[src/rtl/ovm_pkg.sv]
// ----------------------------------------------------------------------------
// ovm_pkg
// shared constants for the overlap voxel merge block: field widths, default
// sizes and merge mode codes
// ----------------------------------------------------------------------------
`default_nettype none

package ovm_pkg;

    localparam int DATA_W          = 16;
    localparam int CONTRIB_W       = 4;
    localparam int MODE_W          = 3;
    localparam int OUT_TDATA_W     = 24;
    localparam int OUT_PAD_W       = OUT_TDATA_W - DATA_W - CONTRIB_W;

    localparam int DEF_MAX_TILES   = 8;
    localparam int DEF_SAMPLE_BITS = 16;

    localparam logic [MODE_W-1:0] MODE_FIRST  = 3'd0;
    localparam logic [MODE_W-1:0] MODE_MIN    = 3'd1;
    localparam logic [MODE_W-1:0] MODE_MAX    = 3'd2;
    localparam logic [MODE_W-1:0] MODE_MEAN   = 3'd3;
    localparam logic [MODE_W-1:0] MODE_MEDIAN = 3'd4;

endpackage

`default_nettype wire

[src/rtl/ovm_store.sv]
// ----------------------------------------------------------------------------
// ovm_store
// sample memory: one write port, two synchronous read ports; each read port
// registers its data, adding read latency
// ----------------------------------------------------------------------------
`default_nettype none

module ovm_store #(
    parameter int DEPTH = 8,
    parameter int DW    = 16
) (
    input  wire logic                     i_clk,
    input  wire logic                     i_we,
    input  wire logic [$clog2(DEPTH)-1:0] i_waddr,
    input  wire logic [DW-1:0]            i_wdata,
    input  wire logic [$clog2(DEPTH)-1:0] i_raddr0,
    input  wire logic [$clog2(DEPTH)-1:0] i_raddr1,
    output      logic [DW-1:0]            o_rdata0,
    output      logic [DW-1:0]            o_rdata1
);

    logic [DW-1:0] r_mem [DEPTH];

    always_ff @(posedge i_clk) begin
        if (i_we) begin
            r_mem[i_waddr] <= i_wdata;
        end
    end

    always_ff @(posedge i_clk) begin
        o_rdata0 <= r_mem[i_raddr0];
        o_rdata1 <= r_mem[i_raddr1];
    end

endmodule

`default_nettype wire

[src/rtl/ovm_div.sv]
// ----------------------------------------------------------------------------
// ovm_div
// restoring divider, one quotient bit per cycle, done pulses once the last quotient bit is formed
// ----------------------------------------------------------------------------
`default_nettype none

module ovm_div #(
    parameter int NW = 19,
    parameter int DW = 4
) (
    input  wire logic          i_clk,
    input  wire logic          i_rst_n,
    input  wire logic          i_start,
    input  wire logic [NW-1:0] i_num,
    input  wire logic [DW-1:0] i_den,
    output      logic          o_done,
    output      logic [NW-1:0] o_quot
);

    localparam int CW = $clog2(NW + 1);

    logic          r_busy;
    logic [CW-1:0] r_cnt;
    logic [NW-1:0] r_quot;
    logic [DW-1:0] r_rem;
    logic [DW-1:0] r_den;
    logic          r_done;
    logic [DW:0]   trial;
    logic          ge;
    logic [DW:0]   diff;

    assign trial = {r_rem, r_quot[NW-1]};
    assign ge    = trial >= {1'b0, r_den};
    assign diff  = trial - {1'b0, r_den};

    always_ff @(posedge i_clk) begin
        if (!i_rst_n) begin
            r_busy <= 1'b0;
            r_done <= 1'b0;
            r_cnt  <= '0;
        end else begin
            r_done <= 1'b0;
            if (i_start) begin
                r_busy <= 1'b1;
                r_cnt  <= CW'(NW);
            end else if (r_busy) begin
                r_cnt <= r_cnt - 1'b1;
                if (r_cnt == CW'(1)) begin
                    r_busy <= 1'b0;
                    r_done <= 1'b1;
                end
            end
        end
    end

    always_ff @(posedge i_clk) begin
        if (i_start) begin
            r_quot <= i_num;
            r_rem  <= '0;
            r_den  <= i_den;
        end else if (r_busy) begin
            r_quot <= {r_quot[NW-2:0], ge};
            r_rem  <= ge ? diff[DW-1:0] : trial[DW-1:0];
        end
    end

    assign o_done = r_done;
    assign o_quot = r_quot;

endmodule

`default_nettype wire

[src/rtl/overlap_voxel_merge.sv]
// ----------------------------------------------------------------------------
// overlap_voxel_merge: one sample per cycle; intake stalls from the closing
// transfer until the result loads; first, min and max pass S_FIN and S_DONE,
// mean adds a serial divide (S_DIV), median a rank sweep over the kept samples (S_MED, S_MAVG)
// synchronous active-low reset clears mode, accumulators and output valid
// ----------------------------------------------------------------------------
`default_nettype none

module overlap_voxel_merge #(
    parameter int MAX_TILES   = ovm_pkg::DEF_MAX_TILES,
    parameter int SAMPLE_BITS = ovm_pkg::DEF_SAMPLE_BITS
) (
    input  wire logic                             i_clk,
    input  wire logic                             i_rst_n,
    input  wire logic                             i_s_axis_tvalid,
    output      logic                             o_s_axis_tready,
    input  wire logic [ovm_pkg::DATA_W-1:0]       i_s_axis_tdata,  // sample_value
    input  wire logic                             i_s_axis_tlast,  // last_of_voxel
    output      logic                             o_m_axis_tvalid,
    input  wire logic                             i_m_axis_tready,
    // merged_value, contributors, zero pad
    output      logic [ovm_pkg::OUT_TDATA_W-1:0]  o_m_axis_tdata,
    output      logic                             o_m_axis_tuser,  // overflowed
    input  wire logic                             i_cfg_valid,
    output      logic                             o_cfg_ready,
    input  wire logic [ovm_pkg::MODE_W-1:0]       i_cfg_data       // merge_mode
);

    import ovm_pkg::*;

    localparam int SB    = SAMPLE_BITS;
    localparam int AW    = $clog2(MAX_TILES);
    localparam int CNT_W = $clog2(MAX_TILES + 1);
    localparam int SUM_W = SB + $clog2(MAX_TILES);

    localparam logic [2:0] S_COLL = 3'd0;
    localparam logic [2:0] S_FIN  = 3'd1;
    localparam logic [2:0] S_DIV  = 3'd2;
    localparam logic [2:0] S_MED  = 3'd3;
    localparam logic [2:0] S_MAVG = 3'd4;
    localparam logic [2:0] S_DONE = 3'd5;

    // control
    logic [2:0]        r_state, n_state;
    logic [MODE_W-1:0] r_mode;
    logic [CNT_W-1:0]  r_count, n_count;
    logic              r_drop, n_drop;
    logic              r_out_valid, n_out_valid;
    logic              r_issue, n_issue;
    logic              r_p_valid, n_p_valid;

    // payload
    logic [SB-1:0]     r_min, n_min;
    logic [SB-1:0]     r_max, n_max;
    logic [SUM_W-1:0]  r_sum, n_sum;
    logic [SB-1:0]     r_lastv, n_lastv;
    logic [SB-1:0]     r_res, n_res;
    logic [AW-1:0]     r_ci, n_ci;
    logic [AW-1:0]     r_cj, n_cj;
    logic              r_p_first, n_p_first;
    logic              r_p_endj, n_p_endj;
    logic              r_p_endall, n_p_endall;
    logic [CNT_W-1:0]  r_lt, n_lt;
    logic [CNT_W-1:0]  r_le, n_le;
    logic [SB-1:0]     r_lo, n_lo;
    logic [SB-1:0]     r_hi, n_hi;
    logic [DATA_W-1:0]    r_out_value, n_out_value;
    logic [CONTRIB_W-1:0] r_out_contrib, n_out_contrib;
    logic                 r_out_ovf, n_out_ovf;

    logic              in_xfer;
    logic [SB-1:0]     sample;
    logic              keep;
    logic              wr_en;
    logic [SB-1:0]     rd0, rd1;
    logic              div_start;
    logic              div_done;
    logic [SUM_W-1:0]  div_quot;
    logic [CNT_W-1:0]  nm1;
    logic [AW-1:0]     nlast;
    logic [CNT_W-1:0]  klo, khi;
    logic [CNT_W-1:0]  lt_acc, le_acc;
    logic [SB:0]       mid_sum;

    assign o_s_axis_tready = (r_state == S_COLL);
    assign o_cfg_ready     = 1'b1;
    assign in_xfer         = i_s_axis_tvalid && o_s_axis_tready;
    assign sample          = SB'(i_s_axis_tdata);
    assign keep            = r_count < CNT_W'(MAX_TILES);
    assign wr_en           = in_xfer && keep;
    assign nm1             = r_count - 1'b1;
    assign nlast           = nm1[AW-1:0];
    assign klo             = nm1 >> 1;
    assign khi             = r_count >> 1;
    assign mid_sum         = {1'b0, r_lo} + {1'b0, r_hi};
    assign div_start       = (r_state == S_FIN) && (r_mode == MODE_MEAN);

    ovm_store #(
        .DEPTH (MAX_TILES),
        .DW    (SB)
    ) u_store (
        .i_clk    (i_clk),
        .i_we     (wr_en),
        .i_waddr  (r_count[AW-1:0]),
        .i_wdata  (sample),
        .i_raddr0 (r_ci),
        .i_raddr1 (r_cj),
        .o_rdata0 (rd0),
        .o_rdata1 (rd1)
    );

    ovm_div #(
        .NW (SUM_W),
        .DW (CNT_W)
    ) u_div (
        .i_clk   (i_clk),
        .i_rst_n (i_rst_n),
        .i_start (div_start),
        .i_num   (r_sum),
        .i_den   (r_count),
        .o_done  (div_done),
        .o_quot  (div_quot)
    );

    always_comb begin
        lt_acc = (r_p_first ? '0 : r_lt) + CNT_W'(rd1 < rd0);
        le_acc = (r_p_first ? '0 : r_le) + CNT_W'(rd1 <= rd0);
    end

    always_comb begin
        n_state       = r_state;
        n_count       = r_count;
        n_drop        = r_drop;
        n_out_valid   = r_out_valid;
        n_issue       = r_issue;
        n_p_valid     = 1'b0;
        n_min         = r_min;
        n_max         = r_max;
        n_sum         = r_sum;
        n_lastv       = r_lastv;
        n_res         = r_res;
        n_ci          = r_ci;
        n_cj          = r_cj;
        n_p_first     = r_p_first;
        n_p_endj      = r_p_endj;
        n_p_endall    = r_p_endall;
        n_lt          = r_lt;
        n_le          = r_le;
        n_lo          = r_lo;
        n_hi          = r_hi;
        n_out_value   = r_out_value;
        n_out_contrib = r_out_contrib;
        n_out_ovf     = r_out_ovf;

        if (i_m_axis_tready) begin
            n_out_valid = 1'b0;
        end

        case (r_state)
            S_COLL: begin
                if (in_xfer) begin
                    if (keep) begin
                        n_count = r_count + 1'b1;
                        n_lastv = sample;
                        n_sum   = r_sum + SUM_W'(sample);
                        if (sample < r_min) begin
                            n_min = sample;
                        end
                        if (sample > r_max) begin
                            n_max = sample;
                        end
                    end else begin
                        n_drop = 1'b1;
                    end
                    if (i_s_axis_tlast) begin
                        n_state = S_FIN;
                    end
                end
            end
            S_FIN: begin
                case (r_mode)
                    MODE_MIN: begin
                        n_res   = r_min;
                        n_state = S_DONE;
                    end
                    MODE_MAX: begin
                        n_res   = r_max;
                        n_state = S_DONE;
                    end
                    MODE_MEAN: begin
                        n_state = S_DIV;
                    end
                    MODE_MEDIAN: begin
                        n_ci    = '0;
                        n_cj    = '0;
                        n_issue = 1'b1;
                        n_state = S_MED;
                    end
                    default: begin
                        n_res   = r_lastv;
                        n_state = S_DONE;
                    end
                endcase
            end
            S_DIV: begin
                if (div_done) begin
                    n_res   = SB'(div_quot);
                    n_state = S_DONE;
                end
            end
            S_MED: begin
                // issue side: walk every (candidate, other) pair of kept samples in the store
                if (r_issue) begin
                    n_p_valid  = 1'b1;
                    n_p_first  = (r_cj == '0);
                    n_p_endj   = (r_cj == nlast);
                    n_p_endall = (r_cj == nlast) && (r_ci == nlast);
                    if (r_cj == nlast) begin
                        n_cj = '0;
                        n_ci = r_ci + 1'b1;
                        if (r_ci == nlast) begin
                            n_issue = 1'b0;
                        end
                    end else begin
                        n_cj = r_cj + 1'b1;
                    end
                end
                // compare side: rank of the candidate among all kept samples
                if (r_p_valid) begin
                    n_lt = lt_acc;
                    n_le = le_acc;
                    if (r_p_endj) begin
                        if (lt_acc <= klo && klo < le_acc) begin
                            n_lo = rd0;
                        end
                        if (lt_acc <= khi && khi < le_acc) begin
                            n_hi = rd0;
                        end
                    end
                    if (r_p_endall) begin
                        n_state = S_MAVG;
                    end
                end
            end
            S_MAVG: begin
                n_res   = mid_sum[SB:1];
                n_state = S_DONE;
            end
            S_DONE: begin
                if (!r_out_valid || i_m_axis_tready) begin
                    n_out_valid   = 1'b1;
                    n_out_value   = DATA_W'(r_res);
                    n_out_contrib = CONTRIB_W'(r_count);
                    n_out_ovf     = r_drop;
                    n_count       = '0;
                    n_drop        = 1'b0;
                    n_min         = '1;
                    n_max         = '0;
                    n_sum         = '0;
                    n_state       = S_COLL;
                end
            end
            default: begin
                n_state = S_COLL;
            end
        endcase
    end

    always_ff @(posedge i_clk) begin
        if (!i_rst_n) begin
            r_state     <= S_COLL;
            r_mode      <= MODE_FIRST;
            r_count     <= '0;
            r_drop      <= 1'b0;
            r_out_valid <= 1'b0;
            r_issue     <= 1'b0;
            r_p_valid   <= 1'b0;
            r_min       <= '1;
            r_max       <= '0;
            r_sum       <= '0;
        end else begin
            r_state     <= n_state;
            r_count     <= n_count;
            r_drop      <= n_drop;
            r_out_valid <= n_out_valid;
            r_issue     <= n_issue;
            r_p_valid   <= n_p_valid;
            r_min       <= n_min;
            r_max       <= n_max;
            r_sum       <= n_sum;
            if (i_cfg_valid) begin
                r_mode <= i_cfg_data;
            end
        end
    end

    always_ff @(posedge i_clk) begin
        r_lastv       <= n_lastv;
        r_res         <= n_res;
        r_ci          <= n_ci;
        r_cj          <= n_cj;
        r_p_first     <= n_p_first;
        r_p_endj      <= n_p_endj;
        r_p_endall    <= n_p_endall;
        r_lt          <= n_lt;
        r_le          <= n_le;
        r_lo          <= n_lo;
        r_hi          <= n_hi;
        r_out_value   <= n_out_value;
        r_out_contrib <= n_out_contrib;
        r_out_ovf     <= n_out_ovf;
    end

    assign o_m_axis_tvalid = r_out_valid;
    assign o_m_axis_tdata  = {{OUT_PAD_W{1'b0}}, r_out_contrib, r_out_value};
    assign o_m_axis_tuser  = r_out_ovf;

endmodule

`default_nettype wire

[config.mk]
export PLATFORM = sky130hd
export DESIGN_NAME = overlap_voxel_merge
export DESIGN_NICKNAME = d
export VERILOG_FILES = /design/src/rtl/ovm_pkg.sv /design/src/rtl/ovm_store.sv /design/src/rtl/ovm_div.sv /design/src/rtl/overlap_voxel_merge.sv
export SDC_FILE = /design/constraint.sdc
export NUM_CORES = 1
export LEC_CHECK = 0
export ABC_CLOCK_PERIOD_IN_PS = 9950
export BUFFER_PORTS_ARGS = -buffer_cell sky130_fd_sc_hd__clkbuf_2
export CORE_MARGIN = 5
export CORE_UTILIZATION = 30
export CTS_BUF_LIST = sky130_fd_sc_hd__clkbuf_2 sky130_fd_sc_hd__clkbuf_4 sky130_fd_sc_hd__clkbuf_8
export DETAILED_ROUTE_END_ITERATION = 12
export HOLD_SLACK_MARGIN = 0.06
export SLEW_MARGIN = 10
export SYNTH_ARGS = -nofsm -noshare
export SYNTH_HDL_FRONTEND = slang
export SYNTH_HIERARCHICAL = 1
export SYNTH_SLANG_ARGS = --single-unit
[constraint.sdc]
create_clock -name i_clk -period 9.95 [get_ports i_clk]
set_clock_uncertainty 0.2 [all_clocks]
set_input_delay 1.4925 -clock i_clk [delete_from_list [all_inputs] [get_ports i_clk]]
set_output_delay 1.4925 -clock i_clk [all_outputs]
set_load 0.1 [all_outputs]
## After elaboration in Yosys (flattened, before gate mapping)

Memories as Yosys holds them, arrays and structs flattened. A register that Yosys moved wholly into a read port is not among the register bits.
Index checks and enable logic that the tools add are counted.

- Bitwise operators: 2
- Reduce and logical (&&, ||, !) cells: 33
- Add/sub/neg operators: 10
- Magnitude comparators: 10
- Eq/ne operators: 26
- Mux-type cells: 62

Operators by type and width:

| cell | number |
|---|---|
| $mux 16 | 9 |
| $pmux 16 s3 | 2 |
| $mux 19 | 5 |
| $pmux 16 s2 | 2 |
| $pmux 19 s2 | 1 |
| $mux 3 | 11 |
| $lt 16x16->1 | 2 |
| $mux 4 | 6 |
| $reduce_and 4->1 | 5 |
| $add 19x16->19 | 1 |
| $pmux 3 s2 | 3 |
| $pmux 3 s6 | 1 |
| $add 16x16->17 | 1 |
| $mux 1 | 17 |
| $gt 16x16->1 | 1 |
| $le 16x16->1 | 1 |
| $ne 2x2->1 const B | 8 |
| $eq 3x2->1 const B | 4 |
| $ne 2x1->1 const B | 6 |
| $mux 5 | 2 |
| $reduce_and 2->1 | 5 |
| $reduce_and 5->1 | 2 |
| $eq 3x3->1 const B | 3 |
| $reduce_and 3->1 | 3 |
| 25 further kinds | 42 |

- Bits of input ports: 25
- Output and inout bits: 28
- Register bits: 201
- Memories: 1
- Word-level logic and storage cells: 175
- Bits in writable memories: 128

Memories:

| name | depth | width | read ports | clocked after memory_dff | wr ports | RTL line | text |
|---|---|---|---|---|---|---|---|
| u_store.r_mem | 8 | 16 | 2 | 2 | 1 | ovm_store.sv:22 | `logic [DW-1:0] r_mem [DEPTH];` |

## Logic depth before layout (Yosys ltp)

- Depth after elaboration: 6
- Gate-level depth with buffers: 17

## Cells and area by module

Netlist, hierarchy kept.

By module, submodules not included:

| module | times used | sequential area each (µm²) | cells each | area an instance (µm²) |
|---|---|---|---|---|
| overlap_voxel_merge | 1 | 4364.2 | 908 | 9327.7 |
| ovm_store | 1 | 4484.3 | 287 | 6685.2 |
| ovm_div | 1 | 910.9 | 116 | 1555.2 |

## Worst setup path after synthesis

No wires, ideal clock.

- Path kind: flip-flop to flip-flop
- From: reg u_store.o_rdata0[5] (read register of u_store.r_mem)
- To: reg r_lo[0], enable pin
- Slack: 5.568 ns
- Data required time: 9.341 ns
- Cell stages (with the launch flop): 17
- Library setup time: 0.409 ns
- Period minus slack after synthesis: 4.382 ns
- Arrival time: 3.772 ns
- Buffers on the path: 0
- Cells stage by stage: dfxtp_1 > inv_1 > ha_1 > a21o_1 > a211oi_1 > a21oi_1 > o21a_1 > o21a_1 > o21ai_0 > ha_1 > ha_1 > inv_1 > ha_1 > a21oi_1 > maj3_1 > nor2_1 > nor3_1

- Word-level cells in the longest chain between the ends: 5

RTL lines:

| what | RTL line | text |
|---|---|---|
| start: declaration | ovm_store.sv:18 | `output logic [DW-1:0] o_rdata0,` |
| $le 16x16->1 | overlap_voxel_merge.sv:127 | `le_acc = (r_p_first ? '0 : r_le) + CNT_W'(rd1 <= rd0);` |
| $add 4x1->4 | overlap_voxel_merge.sv:127 |  |
| named net le_acc[1] | overlap_voxel_merge.sv:82 | `logic [CNT_W-1:0] lt_acc, le_acc;` |
| $lt 3x4->1 | overlap_voxel_merge.sv:233 | `if (lt_acc <= klo && klo < le_acc) begin` |
| $logic_and 1x1->1 | overlap_voxel_merge.sv:233 |  |
| $reduce_and 4->1 (no line) | - |  |
| end signal: assignment | overlap_voxel_merge.sv:307 | `r_lo <= n_lo;` |
| end: declaration | overlap_voxel_merge.sv:65 | `logic [SB-1:0] r_lo, n_lo;` |

The timed path passes the listed nets, and every way through them passes these cells.
A chain may end at the register's enable or synchronous reset.

## Worst setup path after layout

- From: reg u_store.o_rdata0[9] (read register of u_store.r_mem)
- To: reg r_lo[10], enable pin

- Word-level cells in the longest chain between the ends: 5

RTL lines:

| what | RTL line | text |
|---|---|---|
| $lt 16x16->1 | overlap_voxel_merge.sv:126 | `lt_acc = (r_p_first ? '0 : r_lt) + CNT_W'(rd1 < rd0);` |
| $add 4x1->4 | overlap_voxel_merge.sv:126 |  |
| named net lt_acc[1] | overlap_voxel_merge.sv:82 |  |
| $le 4x3->1 | overlap_voxel_merge.sv:233 |  |
| $logic_and 1x1->1 | overlap_voxel_merge.sv:233 |  |
| $reduce_and 4->1 (no line) | - |  |

The timed path passes the listed nets, and every way through them passes these cells.

==> run metrics <==
run status complete, no violations; share of post-route cells with drive strength above 1 17.4%; GR Overflow Total 0; Max FO, Critical Path 16; Final TNS setup 0 ns; final setup vio count 0; Post-synth EDFFs 253; Synth Area per Inst 13.4 um2; final hold vios 0; worst path arrival time ~4.3 ns; final worst setup slack 5.76 ns; clock root buffer clkbuf_8; antenna violations before repair 1; met3 Use GR under 10%; # H-tree levels 2; vias in the first global route 11200; CTS resizes 0; Starting Density around 30%; die height approximately 250 um; commonest non-fill, non-tap cells in the layout edfxtp_1, dfxtp_1, ha_1; critical path class flip-flop to flip-flop; IO Port Bufs 47; Tot Pwr about 0.0037 W; Slew @ Worst Pin roughly 1.2 ns; GPL Wtd Cong just under 0.9; Hold Crit Class flip-flop to flip-flop; Max Root-Sink Buffers 3; insertion delay to the later sink of the worst-skew pair between 0.6 and 0.7 ns; combinational power share 14.6%; clock network power share about 37%; power density cells 184 mW/mm2; drt pass-1 iters 5; fillers roughly 5600; per-cell routed wire length about 20 um; largest net degree at the start of global routing 37; cts hold-fix bufs 0; max-slew violation count 0; Nets ~1500; most common cell after layout, fill and taps aside edfxtp_1; Vias between 10000 and 15000; DP Worst Slack about 5.5 ns; Std-Cell Rows a little under 90; number of synthesized register bits between 300 and 400; Leak roughly 7.5 nW; initial DRC count 809; Worst-path clk slew 0.06 ns; synth warn 6; first-pass GRT wire length 67000 um; CTS Sinks 361; Routed Antenna Nets 0; Post-Syn Area between 0.015 and 0.02 mm2; DRC violation count after routing 0; crit share post-route 42.1%; slew margin rel. 18.7%; CP startpoint kind flip-flop; fin crit period 4.19 ns; ys flop type edfxtp_1; max cap viols 0; busiest grt layer met2; Seq/Total Area, Yosys between 50% and 60%; area of the core just under 0.06 mm2; Routed Wire Length 44100 um; CP endpoint kind flip-flop; I/O pins 53; Int Power about 0.0026 W; RSZ-0062 raised after global routing false; Avg Vias per Cell 5.02; met2 GRT Util between 20% and 30%; Total Die Area ~0.063 mm2; Mapped Cells 1311; Max Clk Rate around 240 MHz; GR Layer Usage met1 a little under a fifth; Post-CTS Setup Inserts 0; Yosys cell types 87; die width between 200 and 300 um; Min Hold Slack around 0.22 ns; Net Switching between 0.001 and 0.0015 W; Total GRT Usage a little over an eighth; Required @ worst endpoint between 10 and 15 ns; dpl hpwl 29300 um; Sw Ratio between 20% and 30%; CTS Buf Count 59; CTS tree yes; Flop pwr share between 40% and 50%; asr flop ratio synth 0%; P&R area growth vs syn 13.1%; Max IR drop VDD around 0.089 mV
-- area by class of cell --
class	count	area, um2	area share (%)
inverter	84	317	1.59
timing repair buffer	66	378	1.90
antenna	1	2.50	0.0126
clock inverter	36	282	1.42
multi-input combinational	815	7220	36.3
tap	765	957	4.82
clock buffer	75	957	4.82
sequential	361	9760	49.1
-- power groups by stage --
stage / clock network, W / logic (W) / registers [W]
after floorplan: 0 / 0.000373 / 0.00179
after global placement: 0 / 0.000521 / 0.00180
after detailed placement: 0 / 0.000529 / 0.00180
after CTS: 0.00139 / 0.000533 / 0.00177
after global routing: 0.00147 / 0.000584 / 0.00178
final: 0.00135 / 0.000533 / 0.00177
-- final timing paths --
path,startpoint,end,slack (ns),depth (start not counted)
min reg2reg,r_res[4],r_out_value[4],0.22,0
min,r_res[4],r_out_value[4],0.22,0
max,u_store/o_rdata0[9],r_lo[10],5.76,17
max reg2reg,u_store/o_rdata0[9],r_lo[10],5.76,17
-- state kept, by name (all words and copies together) (netlist names), 5 cells and up --
register,flops
r_hi,16
r_lastv,16
r_lo,16
r_max,16
r_min,16
r_out_value,16
r_res,16
r_sum,19
u_div/o_quot,19
u_div/r_cnt,5
u_store/o_rdata0,16
u_store/o_rdata1,16
u_store/r_mem,128
-- worst max-delay path, cell delays in order, from the launching register on --
cell	delay, ns
dfxtp_1	0.41
inv_1	0.06
ha_1	0.30
a21oi_1	0.15
nor2b_1	0.06
o21ai_0	0.15
a21oi_1	0.14
o21a_1	0.20
o21a_1	0.21
nor2_1	0.24
ha_1	0.23
ha_1	0.28
ha_1	0.34
a21o_1	0.16
a21oi_1	0.16
a31oi_1	0.08
nor3_2	0.17
buf_4	0.28
-- per-stage QoR --
step           utilization (%)  instance area [um2]  cells
6_report                  34.4                19900   2203
5_1_grt                   34.4                19900   2203
4_1_cts                   34.4                19900   2202
3_5_place_dp              32.2                18600   2091
3_3_place_gp              32.2                18600   2091
2_1_floorplan                -                17600   1314
-- synth_stat cells (17+ instances only) --
cell type / instances / area [um2]
nand2_1: 59 / 221
o22ai_1: 17 / 106
ha_1: 101 / 1260
mux4_1: 56 / 1470
nand2b_1: 20 / 125
mux2i_1: 20 / 200
nor3_1: 27 / 135
o21ai_0: 46 / 230
mux2_2: 51 / 574
nor2_1: 98 / 368
dfxtp_1: 108 / 2160
edfxtp_1: 253 / 7600
clkbuf_1: 22 / 82.6
inv_1: 79 / 297
a21oi_1: 54 / 270
nand3_1: 19 / 95.1
xnor2_1: 26 / 228
-- cell families after synthesis --
| kind of cell | share of synthesized area [%] |
|---|---|
| flip-flops | 55.6 |
| AND/OR/NAND/NOR | 7.77 |
| AO/OA/AOI/OAI | 9.40 |
| buffers and inverters | 3.62 |
| multiplexers | 13.9 |
| adder cells (fa/ha/maj) | 7.65 |
| XOR/XNOR | 2.09 |
| other | 0.0427 |
-- per-layer routing --
layer	up-vias	routed length [um]
li1	5169	-
met5	-	0
met4	0	1380
met1	5481	19500
met2	322	20400
met3	88	2810
Power figures use the tool's default switching activity.
